$ cat config.mk
export PLATFORM = sky130hd
export DESIGN_NAME = turing_machine_stepper_core
export DESIGN_NICKNAME = d
export VERILOG_FILES = /design/src/rtl/core/tms_pkg.sv /design/src/rtl/core/tms_rule_mem.sv /design/src/rtl/core/tms_tape_mem.sv /design/src/rtl/core/turing_machine_stepper_core.sv
export VERILOG_INCLUDE_DIRS = /design/src /design/src/rtl/core
export SDC_FILE = /design/constraint.sdc
export NUM_CORES = 2
export LEC_CHECK = 0
export BUFFER_PORTS_ARGS = -buffer_cell sky130_fd_sc_hd__buf_2
export CAP_MARGIN = 20
export CELL_PAD_IN_SITES_DETAIL_PLACEMENT = 0
export CELL_PAD_IN_SITES_GLOBAL_PLACEMENT = 2
export CORE_ASPECT_RATIO = 1.25
export CORE_MARGIN = 1
export CORE_UTILIZATION = 44
export CTS_CLUSTER_SIZE = 30
export DETAILED_ROUTE_END_ITERATION = 8
export PLACE_DENSITY = 0.74
export SLEW_MARGIN = 20
export SYNTH_ARGS = -nofsm -noshare
export SYNTH_HDL_FRONTEND = slang
export SYNTH_SLANG_ARGS = --single-unit
$ cat constraint.sdc
create_clock -name clk -period 6.2 [get_ports clk]
set_input_delay 0.93 -clock clk [delete_from_list [all_inputs] [get_ports clk]]
set_output_delay 0.93 -clock clk [all_outputs]
set_load 0.05 [all_outputs]
$ cat src/rtl/core/turing_machine_stepper_core_assert.svh
// Assertion macros for the Turing machine stepper core.
`ifndef TURING_MACHINE_STEPPER_CORE_ASSERT_SVH
`define TURING_MACHINE_STEPPER_CORE_ASSERT_SVH

`ifndef SYNTHESIS
`define TMS_ASSERT(lbl, prop) \
    lbl: assert property (@(posedge clk) disable iff (!rst_n) prop) \
        else $error("assertion failed");
`define TMS_ASSERT_NEXT(lbl, ante, cons) \
    lbl: assert property (@(posedge clk) disable iff (!rst_n) (ante) |=> (cons)) \
        else $error("assertion failed");
`else
`define TMS_ASSERT(lbl, prop)
`define TMS_ASSERT_NEXT(lbl, ante, cons)
`endif

`endif

$ cat src/rtl/core/tms_pkg.sv
// Types and constants shared by the Turing machine stepper core.
`timescale 1ns / 1ps

package tms_pkg;

    localparam logic [1:0] REQ_RULE  = 2'd0;
    localparam logic [1:0] REQ_TAPE  = 2'd1;
    localparam logic [1:0] REQ_START = 2'd2;
    localparam logic [1:0] REQ_STEP  = 2'd3;

    localparam logic [1:0] DIR_STAY  = 2'd0;
    localparam logic [1:0] DIR_LEFT  = 2'd1;
    localparam logic [1:0] DIR_RIGHT = 2'd2;

    localparam logic [2:0] STS_ACK         = 3'd0;
    localparam logic [2:0] STS_STEPPED     = 3'd1;
    localparam logic [2:0] STS_HALTED      = 3'd2;
    localparam logic [2:0] STS_NO_RULE     = 3'd3;
    localparam logic [2:0] STS_OFF_TAPE    = 3'd4;
    localparam logic [2:0] STS_NOT_RUNNING = 3'd5;

    localparam logic [7:0] BLANK_SYMBOL = 8'h20;
    localparam logic [7:0] HALT_RESET   = 8'h21;

    localparam logic CFG_RULE_COUNT = 1'b0;
    localparam logic CFG_HALT_STATE = 1'b1;

    typedef struct packed {
        logic [1:0] req_type;
        logic [6:0] addr;
        logic [7:0] cur_state;
        logic [7:0] cur_symbol;
        logic       match_any;
        logic [7:0] next_symbol;
        logic [7:0] next_state;
        logic [1:0] direction;
    } tms_req_t;

    typedef struct packed {
        logic [2:0] status;
        logic [5:0] rule_line;
        logic [6:0] head_pos;
        logic [7:0] state_code;
        logic [7:0] written_symbol;
    } tms_rsp_t;

    typedef struct packed {
        logic [7:0] match_state;
        logic [7:0] match_symbol;
        logic       any;
        logic [7:0] write_symbol;
        logic [7:0] new_state;
        logic [1:0] move;
    } tms_rule_t;

endpackage

$ cat src/rtl/core/tms_rule_mem.sv
// Rule table: simple dual-port synchronous memory with a registered read.
`timescale 1ns / 1ps

module tms_rule_mem
    import tms_pkg::*;
#(
    parameter int RULES = 64,
    localparam int AW = (RULES > 1) ? $clog2(RULES) : 1
)
(
    input  logic            clk,
    input  logic            wr_en,
    input  logic [AW-1:0]   wr_addr,
    input  tms_rule_t       wr_data,
    input  logic            rd_en,
    input  logic [AW-1:0]   rd_addr,
    output tms_rule_t       rd_data
);

    tms_rule_t mem [RULES];

    always_ff @(posedge clk)
    begin
        if (wr_en)
        begin
            mem[wr_addr] <= wr_data;
        end
        if (rd_en)
        begin
            rd_data <= mem[rd_addr];
        end
    end

endmodule

$ cat src/rtl/core/tms_tape_mem.sv
// Tape memory with a blanking sweep after reset and a registered read.
`timescale 1ns / 1ps

module tms_tape_mem
    import tms_pkg::*;
#(
    parameter int TAPE_CELLS = 128,
    localparam int AW = $clog2(TAPE_CELLS)
)
(
    input  logic          clk,
    input  logic          rst_n,
    input  logic          wr_en,
    input  logic [AW-1:0] wr_addr,
    input  logic [7:0]    wr_data,
    input  logic          rd_en,
    input  logic [AW-1:0] rd_addr,
    output logic [7:0]    rd_data,
    output logic          ready
);

    logic [7:0]    mem [TAPE_CELLS];
    logic          clr_busy_reg;
    logic          clr_busy_next;
    logic [AW-1:0] clr_idx_reg;
    logic [AW-1:0] clr_idx_next;
    logic          we;
    logic [AW-1:0] wa;
    logic [7:0]    wd;

    always_comb
    begin
        clr_busy_next = clr_busy_reg;
        clr_idx_next  = clr_idx_reg;
        if (clr_busy_reg)
        begin
            clr_idx_next = clr_idx_reg + 1'b1;
            if (clr_idx_reg == AW'(TAPE_CELLS - 1))
            begin
                clr_busy_next = 1'b0;
            end
        end
    end

    always_ff @(posedge clk or negedge rst_n)
    begin
        if (!rst_n)
        begin
            clr_busy_reg <= 1'b1;
            clr_idx_reg  <= '0;
        end
        else
        begin
            clr_busy_reg <= clr_busy_next;
            clr_idx_reg  <= clr_idx_next;
        end
    end

    assign we    = clr_busy_reg | wr_en;
    assign wa    = clr_busy_reg ? clr_idx_reg : wr_addr;
    assign wd    = clr_busy_reg ? BLANK_SYMBOL : wr_data;
    assign ready = ~clr_busy_reg;

    always_ff @(posedge clk)
    begin
        if (we)
        begin
            mem[wa] <= wd;
        end
        if (rd_en)
        begin
            rd_data <= mem[rd_addr];
        end
    end

endmodule

$ cat src/rtl/core/turing_machine_stepper_core.sv
// Turing machine stepper core: request control, rule scan, config registers.
// Loads, start and steps while stopped go straight from acceptance to the response state.
// A step scans the rule entries in order, at most RULES of them (bounded also by
// the rule count): the scan reads one rule entry per cycle from the rule memory port.
// One request is in flight; the next is taken once the response is registered.
// After reset the tape is blanked one cell per cycle over all TAPE_CELLS cells;
// requests stall meanwhile, configuration writes are taken.
`timescale 1ns / 1ps
`include "turing_machine_stepper_core_assert.svh"

module turing_machine_stepper_core
    import tms_pkg::*;
#(
    parameter int RULES      = 64,
    parameter int TAPE_CELLS = 128
)
(
    input  logic        clk,
    input  logic        rst_n,
    input  logic        req_valid,
    output logic        req_stall,
    input  tms_req_t    req_data,
    output logic        rsp_valid,
    input  logic        rsp_stall,
    output tms_rsp_t    rsp_data,
    input  logic        psel,
    input  logic        penable,
    input  logic        pwrite,
    input  logic [2:0]  paddr,
    input  logic [31:0] pwdata,
    output logic [31:0] prdata,
    output logic        pready
);

    localparam int RAW = (RULES > 1) ? $clog2(RULES) : 1;
    localparam int CW  = $clog2(RULES + 1);
    localparam int TAW = $clog2(TAPE_CELLS);

    localparam logic [1:0] S_IDLE = 2'd0;
    localparam logic [1:0] S_SCAN = 2'd1;
    localparam logic [1:0] S_RESP = 2'd2;

    logic [1:0]     st_reg;
    logic [1:0]     st_next;
    logic [6:0]     rule_count_reg;
    logic [7:0]     halt_state_reg;
    logic [TAW-1:0] head_reg;
    logic [TAW-1:0] head_next;
    logic [7:0]     mstate_reg;
    logic [7:0]     mstate_next;
    logic           running_reg;
    logic           running_next;
    logic [CW-1:0]  idx_reg;
    logic [CW-1:0]  idx_next;
    logic [CW-1:0]  limit_reg;
    logic [CW-1:0]  limit_next;
    tms_rsp_t       res_reg;
    tms_rsp_t       res_next;
    logic           rsp_valid_reg;
    tms_rsp_t       rsp_data_reg;

    logic           cfg_wr;
    logic           accept;
    logic           rsp_free;
    logic [CW-1:0]  limit_now;
    logic [TAW-1:0] start_head;

    logic           rule_wr_en;
    logic           rule_rd_en;
    logic [RAW-1:0] rule_rd_addr;
    tms_rule_t      rule_wr_data;
    tms_rule_t      rule_rd_data;
    logic           tape_wr_en;
    logic [TAW-1:0] tape_wr_addr;
    logic [7:0]     tape_wr_data;
    logic           tape_rd_en;
    logic [7:0]     tape_rd_data;
    logic           tape_ready;

    logic           hit;
    logic           off;
    logic [TAW-1:0] moved_head;

    assign cfg_wr = psel & penable & pwrite & pready;
    assign pready = 1'b1;

    always_comb
    begin
        unique case (paddr[2])
            CFG_RULE_COUNT: prdata = {25'd0, rule_count_reg};
            CFG_HALT_STATE: prdata = {24'd0, halt_state_reg};
            default:        prdata = '0;
        endcase
    end

    always_ff @(posedge clk or negedge rst_n)
    begin
        if (!rst_n)
        begin
            rule_count_reg <= '0;
            halt_state_reg <= HALT_RESET;
        end
        else if (cfg_wr)
        begin
            if (paddr[2] == CFG_RULE_COUNT)
            begin
                rule_count_reg <= pwdata[6:0];
            end
            else
            begin
                halt_state_reg <= pwdata[7:0];
            end
        end
    end

    assign req_stall = ~((st_reg == S_IDLE) & tape_ready);
    assign accept    = req_valid & ~req_stall;
    assign rsp_free  = ~rsp_valid_reg | ~rsp_stall;

    assign limit_now  = (32'(rule_count_reg) < RULES) ? CW'(rule_count_reg) : CW'(RULES);
    assign start_head = (32'(req_data.addr) < TAPE_CELLS) ? TAW'(req_data.addr)
                                                          : TAW'(TAPE_CELLS - 1);

    assign rule_wr_data.match_state  = req_data.cur_state;
    assign rule_wr_data.match_symbol = req_data.cur_symbol;
    assign rule_wr_data.any          = req_data.match_any;
    assign rule_wr_data.write_symbol = req_data.next_symbol;
    assign rule_wr_data.new_state    = req_data.next_state;
    assign rule_wr_data.move         = req_data.direction;

    assign rule_wr_en = accept & (req_data.req_type == REQ_RULE)
                        & (32'(req_data.addr) < RULES);

    assign hit = (st_reg == S_SCAN)
                 & (rule_rd_data.match_state == mstate_reg)
                 & (rule_rd_data.any | (rule_rd_data.match_symbol == tape_rd_data));

    always_comb
    begin
        off        = 1'b0;
        moved_head = head_reg;
        case (rule_rd_data.move)
            DIR_LEFT:
            begin
                if (head_reg == '0)
                begin
                    off = 1'b1;
                end
                else
                begin
                    moved_head = head_reg - 1'b1;
                end
            end
            DIR_RIGHT:
            begin
                if (head_reg == TAW'(TAPE_CELLS - 1))
                begin
                    off = 1'b1;
                end
                else
                begin
                    moved_head = head_reg + 1'b1;
                end
            end
            default:
            begin
                moved_head = head_reg;
            end
        endcase
    end

    always_comb
    begin
        st_next      = st_reg;
        head_next    = head_reg;
        mstate_next  = mstate_reg;
        running_next = running_reg;
        idx_next     = idx_reg;
        limit_next   = limit_reg;
        res_next     = res_reg;
        rule_rd_en   = 1'b0;
        rule_rd_addr = '0;
        tape_wr_en   = 1'b0;
        tape_wr_addr = TAW'(req_data.addr);
        tape_wr_data = req_data.cur_symbol;
        tape_rd_en   = 1'b0;

        unique case (st_reg)
            S_IDLE:
            begin
                if (accept)
                begin
                    res_next = '{status: STS_ACK, rule_line: '0,
                                 head_pos: 7'(head_reg), state_code: mstate_reg,
                                 written_symbol: '0};
                    st_next  = S_RESP;
                    case (req_data.req_type)
                        REQ_TAPE:
                        begin
                            tape_wr_en = (32'(req_data.addr) < TAPE_CELLS);
                        end
                        REQ_START:
                        begin
                            head_next           = start_head;
                            mstate_next         = req_data.cur_state;
                            running_next        = 1'b1;
                            res_next.head_pos   = 7'(start_head);
                            res_next.state_code = req_data.cur_state;
                        end
                        REQ_STEP:
                        begin
                            if (!running_reg)
                            begin
                                res_next.status = STS_NOT_RUNNING;
                            end
                            else if (limit_now == '0)
                            begin
                                res_next.status = STS_NO_RULE;
                                running_next    = 1'b0;
                            end
                            else
                            begin
                                rule_rd_en   = 1'b1;
                                rule_rd_addr = '0;
                                tape_rd_en   = 1'b1;
                                idx_next     = '0;
                                limit_next   = limit_now;
                                st_next      = S_SCAN;
                            end
                        end
                        default:
                        begin
                        end
                    endcase
                end
            end
            S_SCAN:
            begin
                if (hit)
                begin
                    tape_wr_en   = 1'b1;
                    tape_wr_addr = head_reg;
                    tape_wr_data = rule_rd_data.write_symbol;
                    head_next    = moved_head;
                    mstate_next  = rule_rd_data.new_state;
                    res_next     = '{status: STS_STEPPED, rule_line: 6'(idx_reg),
                                     head_pos: 7'(moved_head),
                                     state_code: rule_rd_data.new_state,
                                     written_symbol: rule_rd_data.write_symbol};
                    if (off)
                    begin
                        res_next.status = STS_OFF_TAPE;
                        running_next    = 1'b0;
                    end
                    else if (rule_rd_data.new_state == halt_state_reg)
                    begin
                        res_next.status = STS_HALTED;
                        running_next    = 1'b0;
                    end
                    st_next = S_RESP;
                end
                else if (idx_reg + 1'b1 < limit_reg)
                begin
                    idx_next     = idx_reg + 1'b1;
                    rule_rd_en   = 1'b1;
                    rule_rd_addr = RAW'(idx_reg + 1'b1);
                end
                else
                begin
                    running_next = 1'b0;
                    res_next     = '{status: STS_NO_RULE, rule_line: '0,
                                     head_pos: 7'(head_reg), state_code: mstate_reg,
                                     written_symbol: '0};
                    st_next      = S_RESP;
                end
            end
            S_RESP:
            begin
                if (rsp_free)
                begin
                    st_next = S_IDLE;
                end
            end
            default:
            begin
                st_next = S_IDLE;
            end
        endcase
    end

    always_ff @(posedge clk or negedge rst_n)
    begin
        if (!rst_n)
        begin
            st_reg        <= S_IDLE;
            head_reg      <= TAW'(TAPE_CELLS / 2);
            mstate_reg    <= '0;
            running_reg   <= 1'b0;
            idx_reg       <= '0;
            limit_reg     <= '0;
            rsp_valid_reg <= 1'b0;
        end
        else
        begin
            st_reg      <= st_next;
            head_reg    <= head_next;
            mstate_reg  <= mstate_next;
            running_reg <= running_next;
            idx_reg     <= idx_next;
            limit_reg   <= limit_next;
            if (st_reg == S_RESP && rsp_free)
            begin
                rsp_valid_reg <= 1'b1;
            end
            else if (!rsp_stall)
            begin
                rsp_valid_reg <= 1'b0;
            end
        end
    end

    always_ff @(posedge clk)
    begin
        res_reg <= res_next;
        if (st_reg == S_RESP && rsp_free)
        begin
            rsp_data_reg <= res_reg;
        end
    end

    assign rsp_valid = rsp_valid_reg;
    assign rsp_data  = rsp_data_reg;

    tms_rule_mem #(
        .RULES (RULES)
    ) u_rule_mem (
        .clk     (clk),
        .wr_en   (rule_wr_en),
        .wr_addr (RAW'(req_data.addr)),
        .wr_data (rule_wr_data),
        .rd_en   (rule_rd_en),
        .rd_addr (rule_rd_addr),
        .rd_data (rule_rd_data)
    );

    tms_tape_mem #(
        .TAPE_CELLS (TAPE_CELLS)
    ) u_tape_mem (
        .clk     (clk),
        .rst_n   (rst_n),
        .wr_en   (tape_wr_en),
        .wr_addr (tape_wr_addr),
        .wr_data (tape_wr_data),
        .rd_en   (tape_rd_en),
        .rd_addr (head_reg),
        .rd_data (tape_rd_data),
        .ready   (tape_ready)
    );

    `TMS_ASSERT_NEXT(a_busy_after_req, req_valid && !req_stall, st_reg != S_IDLE)
    `TMS_ASSERT(a_no_req_while_clear, !tape_ready |-> req_stall)
    `TMS_ASSERT(a_scan_in_limit, st_reg == S_SCAN |-> idx_reg < limit_reg)
    `TMS_ASSERT(a_rsp_from_resp, $rose(rsp_valid) |-> $past(st_reg) == S_RESP)
    `TMS_ASSERT(a_head_on_tape, 32'(head_reg) < TAPE_CELLS)

endmodule
==> flow_metrics.py <==
metrics = {
    "power_and_ir_drop": {
        "p_leak_nw": 49.2,
        "power_density_nw_per_um2": 404,
        "peakVddDrop_v": 0.000325,
    },
    "route": {
        "wl_per_cell_um": 32.7,
        "first_pass_iters": 6,
        "wirelength_um": 402000,
        "vias": 74400,
        "via_per_inst": 6.06,
        "antenna_left": 0,
        "drt-initial-drc-count": 8607,
        "drc": 0,
    },
    "timing": {
        "fin_crit_sh": 0.958,
        "max-slew-margin-rel": 0.193,
        "tightest_slew_ns": 1.21,
        "min_period_ns": 5.94,
        "finalClockSkew_ns": 0.0963,
        "report.final.slew_viol_count": 0,
        "rsz0062_at_grt": "no",
        "setup-violations-final": 0,
        "hold_viol": 0,
        "holdWs_ns": 0.214,
        "fmax_mhz": 168,
        "final.setup.tns_ns": 0,
    },
    "final_layout": {
        "top_register": "u_rule_mem.mem",
        "reg.largest.list": "u_rule_mem.mem: 2240 flops, u_tape_mem.mem: 1024 flops, u_rule_mem.rd_data: 35 flops",
        "largest_reg_flops": 2240,
        "fin_nets": 8133,
        "drive_gt1_frac": 0.183,
        "n_fill_cell": 24600,
        "syn_to_final_growth_pct": 14.2,
        "final_area_um2": 152000,
        "final_cell_mix": "edfxtp_1 (3371), nand2_1 (744), mux2i_1 (434), buf_4 (375), a21oi_1 (370)",
        "final_core_util": 0.506,
        "final_common_cell": "edfxtp_1",
        "stdcell_count": 12300,
    },
    "synthesis": {
        "async_reset_ff_frac": 0.0163,
        "yosysWarnings": 0,
        "avgSynthCellArea_um2": 17.5,
        "synth_area_leaders": "edfxtp_1 (76%), mux4_2 (5.7%), mux2i_1 (3.3%)",
        "yosysSeqAreaShare": 0.769,
        "synth_cells": 7641,
        "synth-main-ff-cell": "edfxtp_1",
        "synth_top_area_share": 0.758,
        "syn-cell-area_um2": 134000,
        "ys_seq_elements": 3427,
        "synth_cell_types": 89,
        "synth_edf_count": 3371,
        "yosys.area.top_type": "edfxtp_1",
    },
    "critical_path": {
        "r2r_slack_ns": 0.26,
        "critPathTopFamily": "compound AO/OA/AOI/OAI gates",
        "cpMostUsedCell": "a21oi_1",
        "path_max_fanout": 50,
        "slowest_stage": "a2111oi_0",
        "critPathLaunch": "idx_reg[0]$_DFFE_PN0P_",
        "critPathMaxStageDelay_ns": 0.90,
        "crit_chain": "ha_4, nand3_1, xor2_1, buf_4, inv_1, ha_1, a21oi_1, o211ai_1, nor2_2, o211ai_4, buf_12, nand2_1, a21oi_1, a2111oi_0, a21oi_1, o32a_1",
        "cp_data_arrival_time_ns": 6.58,
        "cp_num_cells": 16,
        "critical_path_class": "reg2reg",
        "crit_path_end_kind": "register",
        "critPathCapture": "u_rule_mem.rd_data[9]$_DFFE_PP_",
        "rr_endpoint": "u_rule_mem.rd_data[9]$_DFFE_PP_",
        "r2r-start": "idx_reg[0]$_DFFE_PN0P_",
        "cp_data_required_time_ns": 6.84,
        "startpoint_type": "register",
        "worst-r2r-cell-count": 16,
        "critPathBufInv": 3,
    },
    "grt": {
        "antenna_found_initial": 30,
        "grt-ovfl-total": 0,
        "grt_use_total": 0.260,
        "grt_pass1_vias": 73400,
        "grt_first_pass_wirelength_um": 560000,
        "grt_max_degree": 142,
    },
    "placed_design": {
        "place_congestion": 0.879,
        "port_buffers": 101,
        "placed_cells": 11700,
        "place_area_um2": 142000,
        "hpwlAfterDp_um": 250000,
    },
    "run_status": {
        "outcome": "completed",
    },
    "clocking": {
        "cts_buffer_depth": 4,
        "path_clk_slew_ns": 0.06,
        "post_cts_buffers": 0,
        "htreeDepth": 5,
        "cts.sinks": 3427,
        "cts_resized": 0,
        "cts_tree": "built",
        "cts_root_buf": "clkbuf_16",
        "cts_hold_buf": 0,
        "numCtsBuffers": 340,
        "clk_latency_ns": 0.89,
    },
    "min_path": {
        "hold_class": "in2async",
    },
    "floorplan": {
        "die_h_um": 618,
        "die-area_um2": 306000,
        "initial_utilization": 0.443,
        "io_pins": 153,
        "die_w_um": 495,
        "rows": 225,
        "core_um2": 301000,
    },
    "job": {
        "maxCapViolCount": 0,
    },
}
-- metrics by stage --
stage	power, W	worst slack (ns)
3_3_place_gp	0.0418	0.211
3_5_place_dp	0.0419	0.244
2_1_floorplan	0.0360	0.143
6_report	0.0617	0.262
4_1_cts	0.0620	0.217
5_1_grt	0.0634	0.0420
-- power by group --
group | internal (W) | total, W | switching (W)
clock | 0.0116 | 0.0204 | 0.00876
sequential | 0.0260 | 0.0268 | 0.000757
combinational | 0.00543 | 0.0145 | 0.00908
total | 0.0431 | 0.0617 | 0.0186
-- routing by layer --
layer,GRT usage,share of wire
met2,0.439,0.50
met4,0.133,0.058
met1,0.327,0.38
met5,0,0.00011
met3,0.0371,0.068
-- how the worst min path moves through the flow --
| stage | cells past startpoint | startpoint | slack (ns) | endpoint |
|---|---|---|---|---|
| floorplan | 0 | res_reg[0]$_SDFFCE_PN0P_ | 0.40 | rsp_data[0]$_DFFE_PP_ |
| global placement | 0 | res_reg[21]$_DFFE_PP_ | 0.41 | rsp_data[21]$_DFFE_PP_ |
| detailed placement | 0 | res_reg[24]$_SDFFCE_PN0P_ | 0.40 | rsp_data[24]$_DFFE_PP_ |
| CTS | 2 | rst_n | 0.20 | halt_state_reg[7]$_DFFE_PN0P_ |
| global route | 2 | rst_n | 0.26 | rule_count_reg[3]$_DFFE_PN0P_ |
| finish | 2 | rst_n | 0.21 | halt_state_reg[7]$_DFFE_PN0P_ |
-- synth_stat cells, types with 10 or more instances --
library cell / n
mux2_2: 54
a2bb2oi_1: 59
a211oi_1: 45
buf_4: 53
a221o_1: 20
xnor2_1: 18
edfxtp_1: 3371
xor2_1: 19
nor3_1: 47
buf_1: 76
a221oi_1: 42
o21ai_1: 20
a2111oi_0: 21
a32o_1: 18
o2bb2ai_1: 11
a31oi_1: 100
o21ai_0: 247
ha_1: 12
and3_1: 11
a21o_1: 15
nand2_1: 749
o211ai_1: 50
inv_1: 31
o221ai_1: 109
nand3_1: 77
nor2_1: 303
o22ai_1: 155
o32ai_1: 31
a22o_1: 10
nand4_1: 39
buf_2: 100
and2_1: 12
a21oi_1: 379
mux2i_1: 434
nand2b_1: 17
mux4_2: 336
a22oi_1: 64
or4_1: 17
a32oi_1: 26
nand3b_1: 16
o2111ai_1: 10
clkbuf_1: 253
dfrtp_1: 52
-- worst reg2reg max path, cell delays in order (launching register included) --
cell and delay (ns):
dfrtp_4 0.57, ha_4 0.21, nand3_1 0.09, xor2_1 0.16
buf_4 0.25, inv_1 0.30, ha_1 0.39, a21oi_1 0.14
o211ai_1 0.17, nor2_2 0.54, o211ai_4 0.49, buf_12 0.38
nand2_1 0.22, a21oi_1 0.07, a2111oi_0 0.90, a21oi_1 0.38
o32a_1 0.41
-- logic make-up after synthesis --
logic type,synth area share
xor+xnor,0.00243
mux,0.0938
other cells,0.0000562
compound gates,0.0739
fa+ha+maj,0.00112
simple gates,0.0424
flops,0.769
buf+inv,0.0176
-- area by class of cell --
cell class / instances / area (um^2) / share of cell area
sequential: 3427 / 103000 / 0.673
clock inverter: 194 / 1850 / 0.0122
timing repair buffer: 520 / 4390 / 0.0288
multi-input combinational: 3714 / 29500 / 0.193
tap: 3972 / 4970 / 0.0326
clock buffer: 414 / 8950 / 0.0587
inverter: 32 / 130 / 0.000854
antenna: 11 / 27.5 / 0.000181
Note: power is estimated with default switching activity, not from simulation.
